### src/rtl/core/tile_map_pixel_source_lookup_defines.svh
// Assertion macros shared by the block's RTL.
`ifndef TILE_MAP_PIXEL_SOURCE_LOOKUP_DEFINES_SVH
`define TILE_MAP_PIXEL_SOURCE_LOOKUP_DEFINES_SVH
`ifndef SYNTHESIS
`define TMPSL_NEVER(lbl, clk, rst_n, expr) \
  lbl: assert property (@(posedge clk) disable iff (!rst_n) !(expr)) \
    else $error("tmpsl: forbidden condition seen");
`define TMPSL_IMPLY(lbl, clk, rst_n, ante, cons) \
  lbl: assert property (@(posedge clk) disable iff (!rst_n) (ante) |-> (cons)) \
    else $error("tmpsl: implication violated");
`else
`define TMPSL_NEVER(lbl, clk, rst_n, expr)
`define TMPSL_IMPLY(lbl, clk, rst_n, ante, cons)
`endif
`endif

### src/rtl/core/tmpsl_div.sv
`include "tile_map_pixel_source_lookup_defines.svh"

module tmpsl_div #(
  parameter int DW = 12,
  parameter int VW = 7,
  parameter int TW = 11
) (
  input  logic          clk,
  input  logic          rst_n,
  input  logic          in_vld,
  input  logic [DW-1:0] in_num,
  input  logic [VW-1:0] in_den,
  input  logic [TW-1:0] in_tag,
  output logic          out_vld,
  output logic [DW-1:0] out_quo,
  output logic [VW-1:0] out_rem,
  output logic [TW-1:0] out_tag
);

  // one quotient bit per stage, MSB first
  logic          vld_r [DW];
  logic [VW-1:0] rem_r [DW];
  logic [DW-1:0] quo_r [DW];
  logic [DW-1:0] num_r [DW];
  logic [TW-1:0] tag_r [DW];

  logic          p_vld [DW];
  logic [VW-1:0] p_rem [DW];
  logic [DW-1:0] p_quo [DW];
  logic [DW-1:0] p_num [DW];
  logic [TW-1:0] p_tag [DW];

  for (genvar k = 0; k < DW; k++) begin : g_stage
    logic [VW:0]   trial;
    logic          ge;
    logic [VW:0]   diff;
    logic [VW-1:0] rem_nxt;

    if (k == 0) begin : g_first
      assign p_vld[k] = in_vld;
      assign p_rem[k] = '0;
      assign p_quo[k] = '0;
      assign p_num[k] = in_num;
      assign p_tag[k] = in_tag;
    end else begin : g_next
      assign p_vld[k] = vld_r[k-1];
      assign p_rem[k] = rem_r[k-1];
      assign p_quo[k] = quo_r[k-1];
      assign p_num[k] = num_r[k-1];
      assign p_tag[k] = tag_r[k-1];
    end

    assign trial   = {p_rem[k], p_num[k][DW-1]};
    assign ge      = trial >= {1'b0, in_den};
    assign diff    = trial - {1'b0, in_den};
    assign rem_nxt = ge ? diff[VW-1:0] : trial[VW-1:0];

    always_ff @(posedge clk) begin
      if (!rst_n) begin
        vld_r[k] <= 1'b0;
      end else begin
        vld_r[k] <= p_vld[k];
      end
      rem_r[k] <= rem_nxt;
      quo_r[k] <= {p_quo[k][DW-2:0], ge};
      num_r[k] <= {p_num[k][DW-2:0], 1'b0};
      tag_r[k] <= p_tag[k];
    end
  end

  assign out_vld = vld_r[DW-1];
  assign out_quo = quo_r[DW-1];
  assign out_rem = rem_r[DW-1];
  assign out_tag = tag_r[DW-1];

  `TMPSL_NEVER(a_rem_below_den, clk, rst_n, out_vld && (out_rem >= in_den))

endmodule

### config.mk
export PLATFORM = sky130hd
export DESIGN_NAME = tmpsl_div
export DESIGN_NICKNAME = d
export VERILOG_FILES = /design/src/rtl/core/tmpsl_div.sv
export VERILOG_INCLUDE_DIRS = /design/src /design/src/rtl/core
export SDC_FILE = /design/constraint.sdc
export NUM_CORES = 1
export LEC_CHECK = 0
export BUFFER_PORTS_ARGS = -buffer_cell sky130_fd_sc_hd__buf_4
export CAP_MARGIN = 40
export CORE_UTILIZATION = 45
export DETAILED_ROUTE_END_ITERATION = 6
export MAX_ROUTING_LAYER = met4
export SETUP_SLACK_MARGIN = 0.1
export SLEW_MARGIN = 15
export SYNTH_ARGS = -nofsm -noshare
export SYNTH_HDL_FRONTEND = slang
export SYNTH_SLANG_ARGS = --single-unit
### constraint.sdc
create_clock -name clk -period 4.6 [get_ports clk]
set_input_delay 0.69 -clock clk [delete_from_list [all_inputs] [get_ports clk]]
set_output_delay 0.69 -clock clk [all_outputs]
set_load 0.02 [all_outputs]
==> results.cfg <==
[status]
status = finished, final reports clean

[pwr]
ir_worst_vdd_uv = 290
p_per_area_nw_per_um2 = 691
p_leak_nw = 6.37

[sta]
period_share_pct = 57.5
timing.fmax_ghz = 0.378
setup_viol = 0
finalSetupTns_ps = 0
slew_headroom_pct = 46.6
fin_crit_ps = 2650
hold_violations = 0
whs_ps = 266
rsz0062_at_grt = no
tightestPinTransition_ps = 800
skew_ps = 15.6
slew_violations = 0

[floorplan]
initial_utilization_pct = 45.9
coreArea_um2 = 27000
die_h_um = 168
dieArea_um2 = 28200
chipWidth_um = 168
rows = 60
pin_count = 64

[placed_design]
hpwl_um = 13200
gp_congestion = 0.851
portBuffers = 63
dp.cells = 1389
placed_area_um2 = 13200

[synth]
syn-cell-area_um2 = 12400
synth_ff_type = dfxtp_1
synth.distinct_cells = 48
yosysWarnings = 0
ys_seq_elements = 372
synth_seq_area_share_pct = 60.1
syn_avg_cell_area_um2 = 12.5
synthesis.nets = 1116
synth_enable_flop_cells = 0
synthCells = 993
async_flop_share_pct = 0

[setup_path]
cp_max_fo = 12
setup.worst_path.end_class = register
critical_path_class = in -> reg
cp-start-kind = input port
crit_chain = buf_4, inv_1, ha_1, nor2_2, a21oi_1, nand3b_1, a311o_1, mux2_4
max_stage_delay_ps = 580
cp_num_buf_inv = 2
cp.arrival_ps = 3060
cp_slowest_cell = inv_1
cpLargestDelayFamily = compound AO/OA/AOI/OAI gates
cp.required_ps = 5010

[global_routing]
grt_max_degree = 16
grt_pass1_wl_um = 33000
globalRouteTotalUtil_pct = 14.9
grt_pass1_vias = 6900
antenna_found_initial = 0
overflow = 0

[job]
max-cap-violations = 0

[cells_and_area]
nNetsFinal = 1213
final_cell_mix = dfxtp_1 (372), ha_1 (79), nor2_1 (76)
fin_area_um2 = 14600
final_cells = 1459
final_core_util_pct = 53.9
diodes = 0
layout_commonest_cell = dfxtp_1
drive_gt1_share_pct = 17.6
area_growth_pct = 17.5

[detailed_routing]
vias = 7162
drt_wl_total_um = 20000
wire_per_inst_um = 13.7
drt-vias-per-instance = 4.91
postRouteAntennaNets = 0
drt_iter0_drc = 284
firstDrtPassIters = 4
drc_errors = 0

[cts]
cts_inserted_buffers = 38
clock_insertion_delay_worst_skew_ps = 520
clk_pin_slew_ps = 60
cts_tree = built
post_cts_buffers = 0
cts.sinks = 372
cts_resized = 0
root_buffer = clkbuf_16
htree_levels = 2
cts_max_path_buffers = 3
hold_buffers = 0

[hold_path]
hp-class = in -> reg
[flip-flops by register name, indices dropped and copies added, names as in the netlist]
signal  flops
num_r      66
quo_r      78
rem_r      84
tag_r     132
vld_r      12
[worst paths after layout]
path	start	endpoint	slack, ps	depth (start not counted)
max	in_den[3]	rem_r[2][12]	1950	8
min reg2reg	quo_r[5][4]	quo_r[5][17]	310	0
min	in_tag[7]	tag_r[0][7]	270	1
max reg2reg	num_r[8][10]	rem_r[2][12]	2100	8
[routing by layer]
layer  share of wire (%)  GRT usage [%]
met1                  50           19.4
met4                 2.4           5.86
met3                 4.1           3.08
met5                   0              -
met2                  43           22.8
[power by group]
| part | switching, mW | internal (mW) |
|---|---|---|
| registers | 0.228 | 3.81 |
| logic | 1.47 | 1.44 |
| clock network | 1.22 | 1.91 |
[logic make-up (layout without fill, tap and decap cells)]
family / Yosys count / after routing / synth area share, %
AO/OA/AOI/OAI: 142 / 142 / 8.23
XOR/XNOR: 13 / 13 / 0.918
adder cells (fa/ha/maj): 90 / 90 / 9.75
buffers and inverters: 62 / 187 / 2.31
flip-flops: 372 / 372 / 60.1
multiplexers: 87 / 87 / 8.64
AND/OR/NAND/NOR: 227 / 227 / 10.1
[cells in the mapped netlist, types with 5 or more instances]
master	count	area, µm²
dfxtp_1	372	7450
ha_1	79	988
nor2_1	76	285
inv_1	48	180
mux2_4	35	526
o21ai_0	34	170
a21oi_1	33	165
mux2i_1	32	320
nor3_1	21	105
a311o_1	16	160
and2_1	16	100
o2111ai_1	16	140
mux2_1	15	169
nand2_1	14	52.6
nand3b_1	14	105
nand2b_1	13	81.3
nor2b_1	12	75.1
xnor2_1	12	105
fa_1	11	220
nand4_1	11	68.8
o21a_1	11	82.6
nand3_1	10	50.1
nor3b_1	10	75.1
nor4_1	8	50.1
o31a_1	8	70.1
a211o_1	7	61.3
and3_1	7	43.8
buf_6	7	78.8
nor2_2	7	43.8
inv_2	5	18.8
mux2_2	5	56.3
[through the flow]
step                      total power [mW]  worst slack (ps)
after floorplan                       6.40              2130
after global placement                6.95              1440
after detailed placement              6.98              1450
after CTS                             10.2              2000
after global routing                  10.7              1820
final                                 10.1              1950
[layout make-up]
class | instances | area, µm²
Clock inverter | 21 | 270
Clock buffer | 47 | 1050
Sequential cell | 372 | 7450
Timing Repair Buffer | 66 | 514
Multi-Input combinational cell | 559 | 4670
Tap cell | 341 | 427
Fill cell | 2313 | 12500
Inverter | 53 | 199
(Power assumes the default switching activity.)
