<file path="src/rtl/core/tile_map_pixel_source_lookup_defines.svh">
// Assertion macros shared by the block's RTL.
`ifndef TILE_MAP_PIXEL_SOURCE_LOOKUP_DEFINES_SVH
`define TILE_MAP_PIXEL_SOURCE_LOOKUP_DEFINES_SVH
`ifndef SYNTHESIS
`define TMPSL_NEVER(lbl, clk, rst_n, expr) \
  lbl: assert property (@(posedge clk) disable iff (!rst_n) !(expr)) \
    else $error("tmpsl: forbidden condition seen");
`define TMPSL_IMPLY(lbl, clk, rst_n, ante, cons) \
  lbl: assert property (@(posedge clk) disable iff (!rst_n) (ante) |-> (cons)) \
    else $error("tmpsl: implication violated");
`else
`define TMPSL_NEVER(lbl, clk, rst_n, expr)
`define TMPSL_IMPLY(lbl, clk, rst_n, ante, cons)
`endif
`endif

</file>
<file path="src/rtl/core/tmpsl_pkg.sv">
package tmpsl_pkg;

  localparam int TILE_PIXELS = 32;
  localparam int TILE_SHIFT  = $clog2(TILE_PIXELS);

  localparam int TILE_W     = 12;
  localparam int COLS_W     = 7;
  localparam int DIM_W      = 9;
  localparam int SCR_W      = 12;
  localparam int PIX_W      = 11;
  localparam int SCROLL_W   = 16;
  localparam int SRCX_W     = 11;
  localparam int SRCY_W     = 17;
  localparam int CELL_W     = 18;
  localparam int MX_W       = 18;
  localparam int CFG_IDX_W  = 3;
  localparam int CFG_DATA_W = 12;
  localparam int OUTQ_DEPTH = 32;

  localparam logic OP_WRITE = 1'b0;
  localparam logic OP_QUERY = 1'b1;

  typedef enum logic [CFG_IDX_W-1:0] {
    CFG_MAP_WIDTH  = 3'd0,
    CFG_MAP_HEIGHT = 3'd1,
    CFG_SHEET_COLS = 3'd2,
    CFG_SCREEN_W   = 3'd3,
    CFG_SCREEN_H   = 3'd4
  } cfg_idx_t;

  typedef struct packed {
    logic [DIM_W-1:0]  map_width;
    logic [DIM_W-1:0]  map_height;
    logic [COLS_W-1:0] sheet_cols;
    logic [SCR_W-1:0]  screen_w;
    logic [SCR_W-1:0]  screen_h;
  } tmpsl_cfg_t;

  localparam tmpsl_cfg_t CFG_RESET = '{
    map_width:  DIM_W'(1),
    map_height: DIM_W'(1),
    sheet_cols: COLS_W'(1),
    screen_w:   SCR_W'(640),
    screen_h:   SCR_W'(480)
  };

  typedef struct packed {
    logic                       op;
    logic [TILE_W-1:0]          cell_index;
    logic [TILE_W-1:0]          tile_value;
    logic [PIX_W-1:0]           pixel_x;
    logic [PIX_W-1:0]           pixel_y;
    logic signed [SCROLL_W-1:0] scroll_x;
    logic signed [SCROLL_W-1:0] scroll_y;
  } tmpsl_item_t;

  typedef struct packed {
    logic                  vld;
    logic                  op;
    logic                  miss;
    logic [CELL_W-1:0]     idx;
    logic [TILE_W-1:0]     tile;
    logic [TILE_SHIFT-1:0] fx;
    logic [TILE_SHIFT-1:0] fy;
  } tmpsl_cell_t;

  typedef struct packed {
    logic              hit;
    logic [SRCX_W-1:0] sheet_x;
    logic [SRCY_W-1:0] sheet_y;
  } tmpsl_res_t;

endpackage

</file>
<file path="src/rtl/core/tmpsl_fifo.sv">
`include "tile_map_pixel_source_lookup_defines.svh"

module tmpsl_fifo import tmpsl_pkg::*; #(
  parameter int DEPTH = 32
) (
  input  logic       clk,
  input  logic       rst_n,
  input  logic       acc,
  output logic       can_acc,
  input  logic       push,
  input  tmpsl_res_t push_data,
  output logic       pop_vld,
  input  logic       pop,
  output tmpsl_res_t pop_data
);

  localparam int PW = $clog2(DEPTH);
  localparam int CW = $clog2(DEPTH + 1);

  // credit_r: items accepted upstream and not yet popped
  logic [CW-1:0] credit_r, credit_nxt;
  logic [CW-1:0] stored_r, stored_nxt;
  logic [PW-1:0] wr_ptr_r, wr_ptr_nxt;
  logic [PW-1:0] rd_ptr_r, rd_ptr_nxt;
  tmpsl_res_t    mem_r [DEPTH];

  always_comb begin
    credit_nxt = credit_r;
    if (acc && !pop) begin
      credit_nxt = credit_r + 1'b1;
    end else if (!acc && pop) begin
      credit_nxt = credit_r - 1'b1;
    end
    stored_nxt = stored_r;
    if (push && !pop) begin
      stored_nxt = stored_r + 1'b1;
    end else if (!push && pop) begin
      stored_nxt = stored_r - 1'b1;
    end
    wr_ptr_nxt = wr_ptr_r;
    if (push) begin
      wr_ptr_nxt = (wr_ptr_r == PW'(DEPTH - 1)) ? '0 : wr_ptr_r + 1'b1;
    end
    rd_ptr_nxt = rd_ptr_r;
    if (pop) begin
      rd_ptr_nxt = (rd_ptr_r == PW'(DEPTH - 1)) ? '0 : rd_ptr_r + 1'b1;
    end
  end

  always_ff @(posedge clk) begin
    if (!rst_n) begin
      credit_r <= '0;
      stored_r <= '0;
      wr_ptr_r <= '0;
      rd_ptr_r <= '0;
    end else begin
      credit_r <= credit_nxt;
      stored_r <= stored_nxt;
      wr_ptr_r <= wr_ptr_nxt;
      rd_ptr_r <= rd_ptr_nxt;
    end
    if (push) begin
      mem_r[wr_ptr_r] <= push_data;
    end
  end

  assign can_acc  = credit_r != CW'(DEPTH);
  assign pop_vld  = stored_r != '0;
  assign pop_data = mem_r[rd_ptr_r];

  `TMPSL_NEVER(a_no_overflow, clk, rst_n, push && !pop && (stored_r == CW'(DEPTH)))
  `TMPSL_NEVER(a_stored_le_credit, clk, rst_n, stored_r > credit_r)

endmodule

</file>
<file path="config.mk">
export PLATFORM = sky130hd
export DESIGN_NAME = tmpsl_fifo
export DESIGN_NICKNAME = d
export VERILOG_FILES = /design/src/rtl/core/tmpsl_pkg.sv /design/src/rtl/core/tmpsl_fifo.sv
export VERILOG_INCLUDE_DIRS = /design/src /design/src/rtl/core
export SDC_FILE = /design/constraint.sdc
export NUM_CORES = 1
export LEC_CHECK = 0
export BUFFER_PORTS_ARGS = -buffer_cell sky130_fd_sc_hd__buf_2
export CAP_MARGIN = 20
export CELL_PAD_IN_SITES_DETAIL_PLACEMENT = 2
export CELL_PAD_IN_SITES_GLOBAL_PLACEMENT = 2
export CORE_UTILIZATION = 38
export DETAILED_ROUTE_END_ITERATION = 6
export GPL_TIMING_DRIVEN = 0
export PLACE_DENSITY = 0.7
export SLEW_MARGIN = 20
export SYNTH_ARGS = -nofsm -noshare
export SYNTH_HDL_FRONTEND = slang
export SYNTH_SLANG_ARGS = --single-unit
</file>
<file path="constraint.sdc">
create_clock -name clk -period 3.9 [get_ports clk]
set_input_delay 1.17 -clock clk [delete_from_list [all_inputs] [get_ports clk]]
set_output_delay 1.17 -clock clk [all_outputs]
set_load 0.01 [all_outputs]
</file>
==> run metrics <==
Clock transition at path regs 0.06 ns; Final Critical Period 3.93 ns; DP Area 40,000 sq um; Sink Count 955; Initial Util 38.6%; antenna-violating nets left 0; CTS max path bufs 3; Post-synth EDFFs 928; total vias in the final route 20,000; dpl hpwl 77,900 um; Tot GR Track Use 24.7%; final WL 121,000 um; Crit-path slowest cell dfxtp_1; Synth Net Count 1,903; cell area after layout 44,000 sq um; synth unique cells 43; crit-path max cell delay 0.31 ns; Via-to-Cell Ratio 5.86; nets 2,124; fraction of layout cells with a size suffix above 1 25.2%; Hold Crit Class reg2reg; Hold Violations, Final 0; cell repeated most along the worst path buf_4; 1st-iter DRT viols 2,044; Slew headroom 39.0%; final worst path period share 101%; Final WS setup -0.0253 ns; RSZ-0062 raised after global routing yes; vias in the first global route 22,100; worst reg2reg setup slack 1.29 ns; CTS tree yes; CORE AREA 95,600 sq um; DIE HEIGHT 314 um; post-cts hold buffer count 0; Port Buf Inserts 64; io pins 65; RD Place Congestion 0.785; DRC 0; required time worst endpoint 2.73 ns; pwr dens 500 nW/um^2; max-slew violation count 0; Clk Latency, worst-skew pair 0.68 ns; Rows 113; synthesized area 36,900 sq um; first-pass GRT wire length 169,000 um; average wire per standard cell 35.4 um; H-Tree Depth 3; fmax 0.255 GHz; Worst Path Arrival 2.76 ns; largest net degree at the start of global routing 33; TritonCTS buffer count 101; Synthesis Warnings 0; DIE AREA 98,300 sq um; Async SR Flop Fraction 0%; max_cap viols 0; Setup CP Type reg2out; setup_tns -0.0253 ns; layout overhead on the synthesized area 19.4%; Seq cells post-synth 955; clk_skew 0.0277 ns; Leakage Power 13.5 nW; sequential area share after synthesis 77.0%; VDD IR-drop max 0.340 mV; Final Setup Violations 1; critical path endpoint category output port; failing checks negative setup slack; outcome finished, violations left; global route overflow 0; drt first pass iters 5; most frequent cells in the layout edfxtp_1, mux2i_1, a22oi_1; Post-synth top flop edfxtp_1; actual slew at the worst max-slew pin 0.912 ns; syn_area_per_cell 19.9 sq um; root buffer cell clkbuf_16; Cell Chain, Critical Path buf_4 -> buf_4 -> buf_6 -> mux2i_1 -> a22oi_1 -> nand3_1 -> nand4_1 -> buf_2; commonest non-fill, non-tap cell in the layout edfxtp_1; Cells after Synth 1,850; width of the die 314 um; Ant. Diodes 0; pre-CTS WS -0.191 ns; CP max FO 10; CP Launch Type flip-flop; antenna violations before repair 0; Util after Layout 46.1%
-- layer usage --
layer	wire, um	GRT usage, %	vias to the layer above
met3	7190	4.05	237
met4	4150	8.46	0
met1	47700	31.1	10900
met5	0	0	-
met2	62100	43.1	799
li1	-	-	8129
-- worst max-delay path, delay by kind of cell, from the launching register on --
| kind | cells | cell delay [ns] |
|---|---|---|
| multiplexers | 1 | 0.30 |
| buffers and inverters | 4 | 0.92 |
| flip-flops | 1 | 0.31 |
| AO/OA/AOI/OAI | 1 | 0.15 |
| AND/OR/NAND/NOR | 2 | 0.41 |
-- final cells by class --
class / count / area [sq um]
fill: 8725 / 51500
sequential: 955 / 28400
multi-input combinational: 785 / 8330
clock buffer: 131 / 2740
tap: 1265 / 1580
timing repair buffer: 119 / 1490
buffer: 102 / 997
clock inverter: 56 / 458
inverter: 7 / 26.3
-- synth_stat cells (2+ instances only) --
master	count	area (sq um)
or3_1	3	18.8
a21oi_1	4	20.0
a21boi_0	2	15.0
inv_1	7	26.3
clkbuf_1	37	139
a31oi_1	2	12.5
nand4_1	30	188
nand2b_1	3	18.8
nor3b_1	3	22.5
nor2_1	42	158
nor4_1	5	31.3
buf_6	9	101
a31o_2	2	17.5
o31ai_1	2	15.0
a21o_1	4	30.0
xnor2_1	6	52.6
nor2b_1	10	62.6
buf_2	50	250
o21ai_0	7	35.0
a22oi_1	175	1310
and2_1	7	43.8
o211a_1	2	20.0
or3b_2	2	17.5
edfxtp_1	928	27900
a211oi_1	4	30.0
ha_1	17	213
mux2i_1	240	2400
nand3b_1	7	52.6
buf_4	6	45.0
dfxtp_1	27	541
and3_1	6	37.5
and4b_1	2	20.0
nand2_1	14	52.6
fa_1	2	40.0
nand3_1	59	295
a311oi_1	2	17.5
mux4_2	116	2610
-- through the flow --
step	power (W)	instances	hold WS, ns
after floorplan	0.0121	1850	0.443
after global placement	0.0126	3179	0.468
after detailed placement	0.0127	3221	0.479
after CTS	0.0221	3411	0.489
after global routing	0.0225	3420	0.493
final	0.0220	3420	0.486
-- what timing repair did --
item,4_1_cts,5_1_grt
resized for setup,185,21
pin swaps,9,8
endpoints found under the hold margin,0,0
gates cloned,1,1
endpoints found under the setup margin,29,19
setup buffers,3,8
-- cells by family (layout without fill, tap and decap cells) --
family	count (synthesis)	in the layout	synth area share, %
xor+xnor	6	6	0.143
mux	356	356	13.6
simple gates	196	196	2.83
flops	955	955	77.0
fa+ha+maj	19	19	0.685
buf+inv	110	415	1.53
compound gates	208	208	4.18
-- registers in the layout (all words and copies together) (netlist names), named ones only --
register	count
wr_ptr_r	5
credit_r	6
stored_r	6
rd_ptr_r	5
mem_r	928
-- worst paths after layout --
path	start	end	cells past startpoint
worst max-delay path	flip-flop	pop_data[27]	8
worst min-delay path	credit_r[5]	credit_r[5]	2
worst max register to register	wr_ptr_r[0]	mem_r[0][16]	5
worst min register to register	credit_r[5]	credit_r[5]	2
-- power breakdown --
part | switching [W] | total [W] | internal, W
logic | 0.000709 | 0.00114 | 0.000431
clock network | 0.00409 | 0.00949 | 0.00539
registers | 0.0000563 | 0.0114 | 0.0113
total | 0.00486 | 0.0220 | 0.0172
Power figures use the tool's default switching activity.
