`src/rtl/core/tile_map_pixel_source_lookup_defines.svh`:
```
// Assertion macros shared by the block's RTL.
`ifndef TILE_MAP_PIXEL_SOURCE_LOOKUP_DEFINES_SVH
`define TILE_MAP_PIXEL_SOURCE_LOOKUP_DEFINES_SVH
`ifndef SYNTHESIS
`define TMPSL_NEVER(lbl, clk, rst_n, expr) \
  lbl: assert property (@(posedge clk) disable iff (!rst_n) !(expr)) \
    else $error("tmpsl: forbidden condition seen");
`define TMPSL_IMPLY(lbl, clk, rst_n, ante, cons) \
  lbl: assert property (@(posedge clk) disable iff (!rst_n) (ante) |-> (cons)) \
    else $error("tmpsl: implication violated");
`else
`define TMPSL_NEVER(lbl, clk, rst_n, expr)
`define TMPSL_IMPLY(lbl, clk, rst_n, ante, cons)
`endif
`endif

```
`src/rtl/core/tmpsl_pkg.sv`:
```
package tmpsl_pkg;

  localparam int TILE_PIXELS = 32;
  localparam int TILE_SHIFT  = $clog2(TILE_PIXELS);

  localparam int TILE_W     = 12;
  localparam int COLS_W     = 7;
  localparam int DIM_W      = 9;
  localparam int SCR_W      = 12;
  localparam int PIX_W      = 11;
  localparam int SCROLL_W   = 16;
  localparam int SRCX_W     = 11;
  localparam int SRCY_W     = 17;
  localparam int CELL_W     = 18;
  localparam int MX_W       = 18;
  localparam int CFG_IDX_W  = 3;
  localparam int CFG_DATA_W = 12;
  localparam int OUTQ_DEPTH = 32;

  localparam logic OP_WRITE = 1'b0;
  localparam logic OP_QUERY = 1'b1;

  typedef enum logic [CFG_IDX_W-1:0] {
    CFG_MAP_WIDTH  = 3'd0,
    CFG_MAP_HEIGHT = 3'd1,
    CFG_SHEET_COLS = 3'd2,
    CFG_SCREEN_W   = 3'd3,
    CFG_SCREEN_H   = 3'd4
  } cfg_idx_t;

  typedef struct packed {
    logic [DIM_W-1:0]  map_width;
    logic [DIM_W-1:0]  map_height;
    logic [COLS_W-1:0] sheet_cols;
    logic [SCR_W-1:0]  screen_w;
    logic [SCR_W-1:0]  screen_h;
  } tmpsl_cfg_t;

  localparam tmpsl_cfg_t CFG_RESET = '{
    map_width:  DIM_W'(1),
    map_height: DIM_W'(1),
    sheet_cols: COLS_W'(1),
    screen_w:   SCR_W'(640),
    screen_h:   SCR_W'(480)
  };

  typedef struct packed {
    logic                       op;
    logic [TILE_W-1:0]          cell_index;
    logic [TILE_W-1:0]          tile_value;
    logic [PIX_W-1:0]           pixel_x;
    logic [PIX_W-1:0]           pixel_y;
    logic signed [SCROLL_W-1:0] scroll_x;
    logic signed [SCROLL_W-1:0] scroll_y;
  } tmpsl_item_t;

  typedef struct packed {
    logic                  vld;
    logic                  op;
    logic                  miss;
    logic [CELL_W-1:0]     idx;
    logic [TILE_W-1:0]     tile;
    logic [TILE_SHIFT-1:0] fx;
    logic [TILE_SHIFT-1:0] fy;
  } tmpsl_cell_t;

  typedef struct packed {
    logic              hit;
    logic [SRCX_W-1:0] sheet_x;
    logic [SRCY_W-1:0] sheet_y;
  } tmpsl_res_t;

endpackage

```
`src/rtl/core/tmpsl_addr.sv`:
```
module tmpsl_addr import tmpsl_pkg::*; (
  input  logic        clk,
  input  logic        rst_n,
  input  tmpsl_cfg_t  cfg,
  input  logic        in_vld,
  input  tmpsl_item_t in_item,
  output tmpsl_cell_t loc
);

  // stage 0: captured item
  logic        s0_vld_r;
  tmpsl_item_t s0_r;

  // stage 1: screen check, map pixel offset
  logic                    s1_vld_r, s1_vld_nxt;
  logic                    s1_op_r;
  logic                    s1_miss_r, s1_miss_nxt;
  logic [TILE_W-1:0]       s1_cidx_r;
  logic [TILE_W-1:0]       s1_tval_r;
  logic signed [MX_W-1:0]  s1_mx_r, s1_mx_nxt;
  logic signed [MX_W-1:0]  s1_my_r, s1_my_nxt;

  // stage 2: map bounds, tile coordinates
  logic                    s2_vld_r;
  logic                    s2_op_r;
  logic                    s2_miss_r, s2_miss_nxt;
  logic [TILE_W-1:0]       s2_cidx_r;
  logic [TILE_W-1:0]       s2_tval_r;
  logic [DIM_W-1:0]        s2_col_r;
  logic [DIM_W-1:0]        s2_row_r;
  logic [TILE_SHIFT-1:0]   s2_fx_r;
  logic [TILE_SHIFT-1:0]   s2_fy_r;

  logic [MX_W-2:0]         wlim;
  logic [MX_W-2:0]         hlim;

  // stage 3: cell index
  tmpsl_cell_t cell_r, cell_nxt;

  always_ff @(posedge clk) begin
    if (!rst_n) begin
      s0_vld_r <= 1'b0;
    end else begin
      s0_vld_r <= in_vld;
    end
    s0_r <= in_item;
  end

  assign s1_vld_nxt = s0_vld_r;

  always_comb begin
    s1_miss_nxt = (s0_r.op == OP_WRITE) ||
                  ({1'b0, s0_r.pixel_x} >= cfg.screen_w) ||
                  ({1'b0, s0_r.pixel_y} >= cfg.screen_h);
    s1_mx_nxt = $signed({{(MX_W-PIX_W){1'b0}}, s0_r.pixel_x}) -
                $signed({{(MX_W-SCROLL_W){s0_r.scroll_x[SCROLL_W-1]}}, s0_r.scroll_x});
    s1_my_nxt = $signed({{(MX_W-PIX_W){1'b0}}, s0_r.pixel_y}) -
                $signed({{(MX_W-SCROLL_W){s0_r.scroll_y[SCROLL_W-1]}}, s0_r.scroll_y});
  end

  always_ff @(posedge clk) begin
    if (!rst_n) begin
      s1_vld_r <= 1'b0;
    end else begin
      s1_vld_r <= s1_vld_nxt;
    end
    s1_op_r   <= s0_r.op;
    s1_miss_r <= s1_miss_nxt;
    s1_cidx_r <= s0_r.cell_index;
    s1_tval_r <= s0_r.tile_value;
    s1_mx_r   <= s1_mx_nxt;
    s1_my_r   <= s1_my_nxt;
  end

  assign wlim = (MX_W-1)'({cfg.map_width, {TILE_SHIFT{1'b0}}});
  assign hlim = (MX_W-1)'({cfg.map_height, {TILE_SHIFT{1'b0}}});

  always_comb begin
    s2_miss_nxt = s1_miss_r || s1_mx_r[MX_W-1] || s1_my_r[MX_W-1] ||
                  (s1_mx_r[MX_W-2:0] >= wlim) || (s1_my_r[MX_W-2:0] >= hlim);
  end

  always_ff @(posedge clk) begin
    if (!rst_n) begin
      s2_vld_r <= 1'b0;
    end else begin
      s2_vld_r <= s1_vld_r;
    end
    s2_op_r   <= s1_op_r;
    s2_miss_r <= s2_miss_nxt;
    s2_cidx_r <= s1_cidx_r;
    s2_tval_r <= s1_tval_r;
    s2_col_r  <= s1_mx_r[TILE_SHIFT +: DIM_W];
    s2_row_r  <= s1_my_r[TILE_SHIFT +: DIM_W];
    s2_fx_r   <= s1_mx_r[TILE_SHIFT-1:0];
    s2_fy_r   <= s1_my_r[TILE_SHIFT-1:0];
  end

  always_comb begin
    cell_nxt.vld  = s2_vld_r;
    cell_nxt.op   = s2_op_r;
    cell_nxt.miss = s2_miss_r;
    cell_nxt.tile = s2_tval_r;
    cell_nxt.fx   = s2_fx_r;
    cell_nxt.fy   = s2_fy_r;
    if (s2_op_r == OP_WRITE) begin
      cell_nxt.idx = CELL_W'(s2_cidx_r);
    end else begin
      cell_nxt.idx = CELL_W'(s2_row_r * cfg.map_width) + CELL_W'(s2_col_r);
    end
  end

  always_ff @(posedge clk) begin
    if (!rst_n) begin
      cell_r.vld <= 1'b0;
    end else begin
      cell_r.vld <= cell_nxt.vld;
    end
    cell_r.op   <= cell_nxt.op;
    cell_r.miss <= cell_nxt.miss;
    cell_r.idx  <= cell_nxt.idx;
    cell_r.tile <= cell_nxt.tile;
    cell_r.fx   <= cell_nxt.fx;
    cell_r.fy   <= cell_nxt.fy;
  end

  assign loc = cell_r;

endmodule

```
`config.mk`:
```
export PLATFORM = sky130hd
export DESIGN_NAME = tmpsl_addr
export DESIGN_NICKNAME = d
export VERILOG_FILES = /design/src/rtl/core/tile_map_pixel_source_lookup_defines.svh /design/src/rtl/core/tmpsl_pkg.sv /design/src/rtl/core/tmpsl_addr.sv
export SDC_FILE = /design/constraint.sdc
export NUM_CORES = 1
export LEC_CHECK = 0
export BUFFER_PORTS_ARGS = -buffer_cell sky130_fd_sc_hd__buf_2
export CAP_MARGIN = 20
export CORE_MARGIN = 5
export CORE_UTILIZATION = 25
export CTS_CLUSTER_SIZE = 10
export DETAILED_ROUTE_END_ITERATION = 10
export SYNTH_ARGS = -nofsm -noshare
export SYNTH_HDL_FRONTEND = slang
export SYNTH_SLANG_ARGS = --single-unit
```
`constraint.sdc`:
```
create_clock -name clk -period 10.1 [get_ports clk]
set_clock_uncertainty 0.15 [all_clocks]
set_input_delay 2.02 -clock clk [delete_from_list [all_inputs] [get_ports clk]]
set_output_delay 2.02 -clock clk [all_outputs]
set_load 0.01 [all_outputs]
```
==> summary.md <==
| Metric | Value |
|---|---|
| Mapped Nets | `1231` |
| Register area | `0.00478 sq mm` |
| Ys Warns | `0` |
| CTS Hold Bufs | `0` |
| Io pins | `174` |
| Horiz. Die Dim | `213 um` |
| Drc violations | `0` |
| Asr flop ratio synth | `0%` |
| Synthesized flop and latch total | `239` |
| Post-route ant nets | `0` |
| Cells resized by post-CTS repair | `0` |
| Required time of the critical path | `10.36 ns` |
| Clock buffers created by TritonCTS | `29` |
| Critical Path Source Type | `input port` |
| Aggregate global-route resource usage | `9.82%` |
| Max-cap violations | `0` |
| Buf/Inv on CP | `6` |
| Relative slew slack | `50.8%` |
| Avg Inst Size Synth | `11.1 sq um` |
| Critical-path cell list | `buf_2 -> nand2_1 -> fa_1 -> inv_1 -> fa_1 -> inv_1 -> fa_1 -> inv_1 -> fa_1 -> inv_1 -> fa_1 -> inv_1 -> ha_1 -> a21oi_1 -> o21ai_0 -> a21oi_1 -> a22oi_1 -> xnor2_1 -> nor2_1` |
| Total core area | `0.0408 sq mm` |
| Root Buffer | `clkbuf_16` |
| Post-synthesis cell type count | `62` |
| Worst slack at placement | `2.92 ns` |
| PD cells | `330 mW/mm^2` |
| Achievable Freq | `0.150 GHz` |
| Total gr overflow | `0` |
| Max incr delay on CP | `0.56 ns` |
| Crit-path slowest cell | `fa_1` |
| Wire per inst | `13.5 um` |
| Crit path capture type | `register` |
| Crit Path Class | `input port to register` |
| Final Setup Violations | `0` |
| Worst Path Max Fanout | `10` |
| Fin crit period | `6.65 ns` |
| Placed insts | `1618` |
| First-pass GRT wire length | `35800 um` |
| Vias per Instance | `4.08` |
| HPWL reported at the end of detailed placement | `18100 um` |
| Fill cell count | `4212` |
| Crit path max-delay family | `adder cells` |
| Worst-Margin Slew | `0.737 ns` |
| Initial antenna violation count | `2` |
| Dominant register cell in the synthesized netlist | `dfxtp_1` |
| Via count | `6768` |
| Syn Inst Count | `928` |
| Seq/Total Area, Yosys | `46.4%` |
| Multi-input logic area | `0.00498 sq mm` |
| Initial Util | `25.2%` |
| Final worst slack | `3.45 ns` |
| Pre-antenna DRT Iters | `4` |
| # rows | `74` |
| Postcts setup bufs | `0` |
| Area of the die | `0.0454 sq mm` |
| Number of global-route vias before repair | `7175` |
| Count of final hold-check violations | `0` |
| Non-filler instance count after layout | `1657` |
| Setup tns final | `0 ns` |
| Area Growth Syn to Fin | `21.8%` |
| EDFF count, synth | `0` |
| Largest net degree at the start of global routing | `15` |
| Crit path arrival time | `6.91 ns` |
| Leak Pwr | `6.06 nW` |
| Clock transition at path regs | `0.05 ns` |
| RSZ-0062 raised after global routing | `false` |
| # H-tree levels | `1` |
| Worst-case clock buffer depth | `3` |
| Hold crit path type | `register to register` |
| Final period util | `65.8%` |
| Initial DRC count | `220` |
| CTS tree | `built` |
| Sink Count | `239` |
| Max Slew Vio Count | `0` |
| Die Ht | `213 um` |
| NumNets Final | `1420` |
| Status | `finished, final reports clean` |
| Worst ir drop on vdd | `0.000267 V` |
| Port bufs | `166` |
| Total Routed Length | `22300 um` |
| Syn Std Cell Area | `0.0103 sq mm` |
| Placer congestion estimate | `0.846` |
| Clock Latency Late Sink | `0.54 ns` |
| Fraction of layout cells with a size suffix above 1 | `19.5%` |
[cell usage in the layout, fill, tap and decap left out, types with 8 or more instances in the layout]
| cell type | netlist | layout |
|---|---|---|
| inv_1 | 135 | 135 |
| clkbuf_16 | 0 | 29 |
| o21a_1 | 14 | 14 |
| nor3_1 | 12 | 12 |
| nand3_1 | 8 | 8 |
| a211oi_1 | 8 | 8 |
| nor2_1 | 27 | 27 |
| mux2_2 | 9 | 9 |
| fa_1 | 57 | 57 |
| nand4_1 | 9 | 9 |
| o21ai_0 | 22 | 22 |
| a21oi_1 | 34 | 34 |
| nand2_1 | 42 | 42 |
| buf_2 | 1 | 166 |
| ha_1 | 115 | 115 |
| dfxtp_1 | 239 | 239 |
| xnor2_1 | 27 | 27 |
| and2_1 | 60 | 60 |
| xor2_1 | 9 | 9 |
| a21o_1 | 23 | 23 |
[cells by family (layout without fill, tap and decap cells)]
| kind of cell | after synthesis | in the layout | synth area share [%] |
|---|---|---|---|
| flops | 239 | 239 | 46.4 |
| compound gates | 138 | 138 | 9.26 |
| fa+ha+maj | 172 | 172 | 25.0 |
| mux | 10 | 10 | 1.08 |
| simple gates | 189 | 189 | 9.86 |
| xor+xnor | 36 | 36 | 3.06 |
| other cells | 0 | 1 | 0 |
| buf+inv | 144 | 340 | 5.27 |
[cells in the mapped netlist (all sizes together), types with 2 or more instances]
library cell,n,area share (%)
nand4b,3,0.26
a2111oi,3,0.44
buf,3,0.12
a31oi,3,0.18
a211oi,9,0.70
mux2,9,0.98
nor4,6,0.36
nand2,42,1.5
nor3,12,0.58
inv,135,4.9
ha,115,14
nor2b,8,0.56
dfxtp,239,46
clkbuf,5,0.19
nand2b,4,0.24
o31a,4,0.35
nand3b,2,0.15
a21o,23,1.7
o21ai,24,1.2
xor2,9,0.76
nand4,9,0.55
fa,57,11
a21oi,35,1.7
and2,60,3.6
nand3,8,0.39
o21a,14,1.0
a41oi,2,0.17
a211o,3,0.26
or3,3,0.23
xnor2,27,2.3
nor2,27,0.98
o21bai,2,0.15
o221ai,3,0.26
[through the flow]
step	hold WS [ns]	util, %	cell area (sq um)	total power [W]
after floorplan	0.160	-	10300	0.00279
after global placement	0.159	28.8	11800	0.00331
after detailed placement	0.162	28.8	11800	0.00334
after CTS	0.171	30.7	12600	0.00425
after global routing	0.174	30.8	12600	0.00456
final	0.173	30.8	12600	0.00415
[path summary, 6_finish.rpt]
path	startpoint	endpoint	slack (ns)	cells after the start
worst max-delay path	cfg[42]	loc[36]	3.45	19
worst min-delay path	s1_cidx_r[1]	s2_cidx_r[1]	0.17	0
worst min register to register	s1_cidx_r[1]	s2_cidx_r[1]	0.17	0
worst max register to register	s2_row_r[5]	loc[36]	4.59	18
[cell type report]
| type | instances | area share [%] |
|---|---|---|
| sequential | 239 | 38.1 |
| tap | 532 | 5.30 |
| timing repair buffer | 166 | 6.62 |
| clock buffer | 33 | 5.98 |
| clock inverter | 5 | 0.269 |
| antenna | 1 | 0.0199 |
| multi-input combinational | 545 | 39.6 |
| inverter | 136 | 4.07 |
[registers in the layout, indices dropped and copies added (netlist names), 5 cells and up]
signal / cells
s2_fx_r: 5
s0_r: 79
s1_my_r: 17
s1_mx_r: 17
s2_fy_r: 5
s2_col_r: 9
s2_tval_r: 12
s2_cidx_r: 12
s2_row_r: 9
s1_cidx_r: 12
loc: 43
s1_tval_r: 12
[layer usage]
layer  track usage (%)  share of wire (%)  up-vias
met5                 0              0.058        -
met4              3.75                2.9        2
met3              2.22                5.3       40
met2              16.9                 49      145
met1              12.0                 43     3149
li1                  -                  -     3432
[power by group]
group	internal (W)	switching, W
clock	0.000517	0.000358
sequential	0.00107	0.0000601
combinational	0.000956	0.00118
Note: power is estimated with default switching activity, not from simulation.
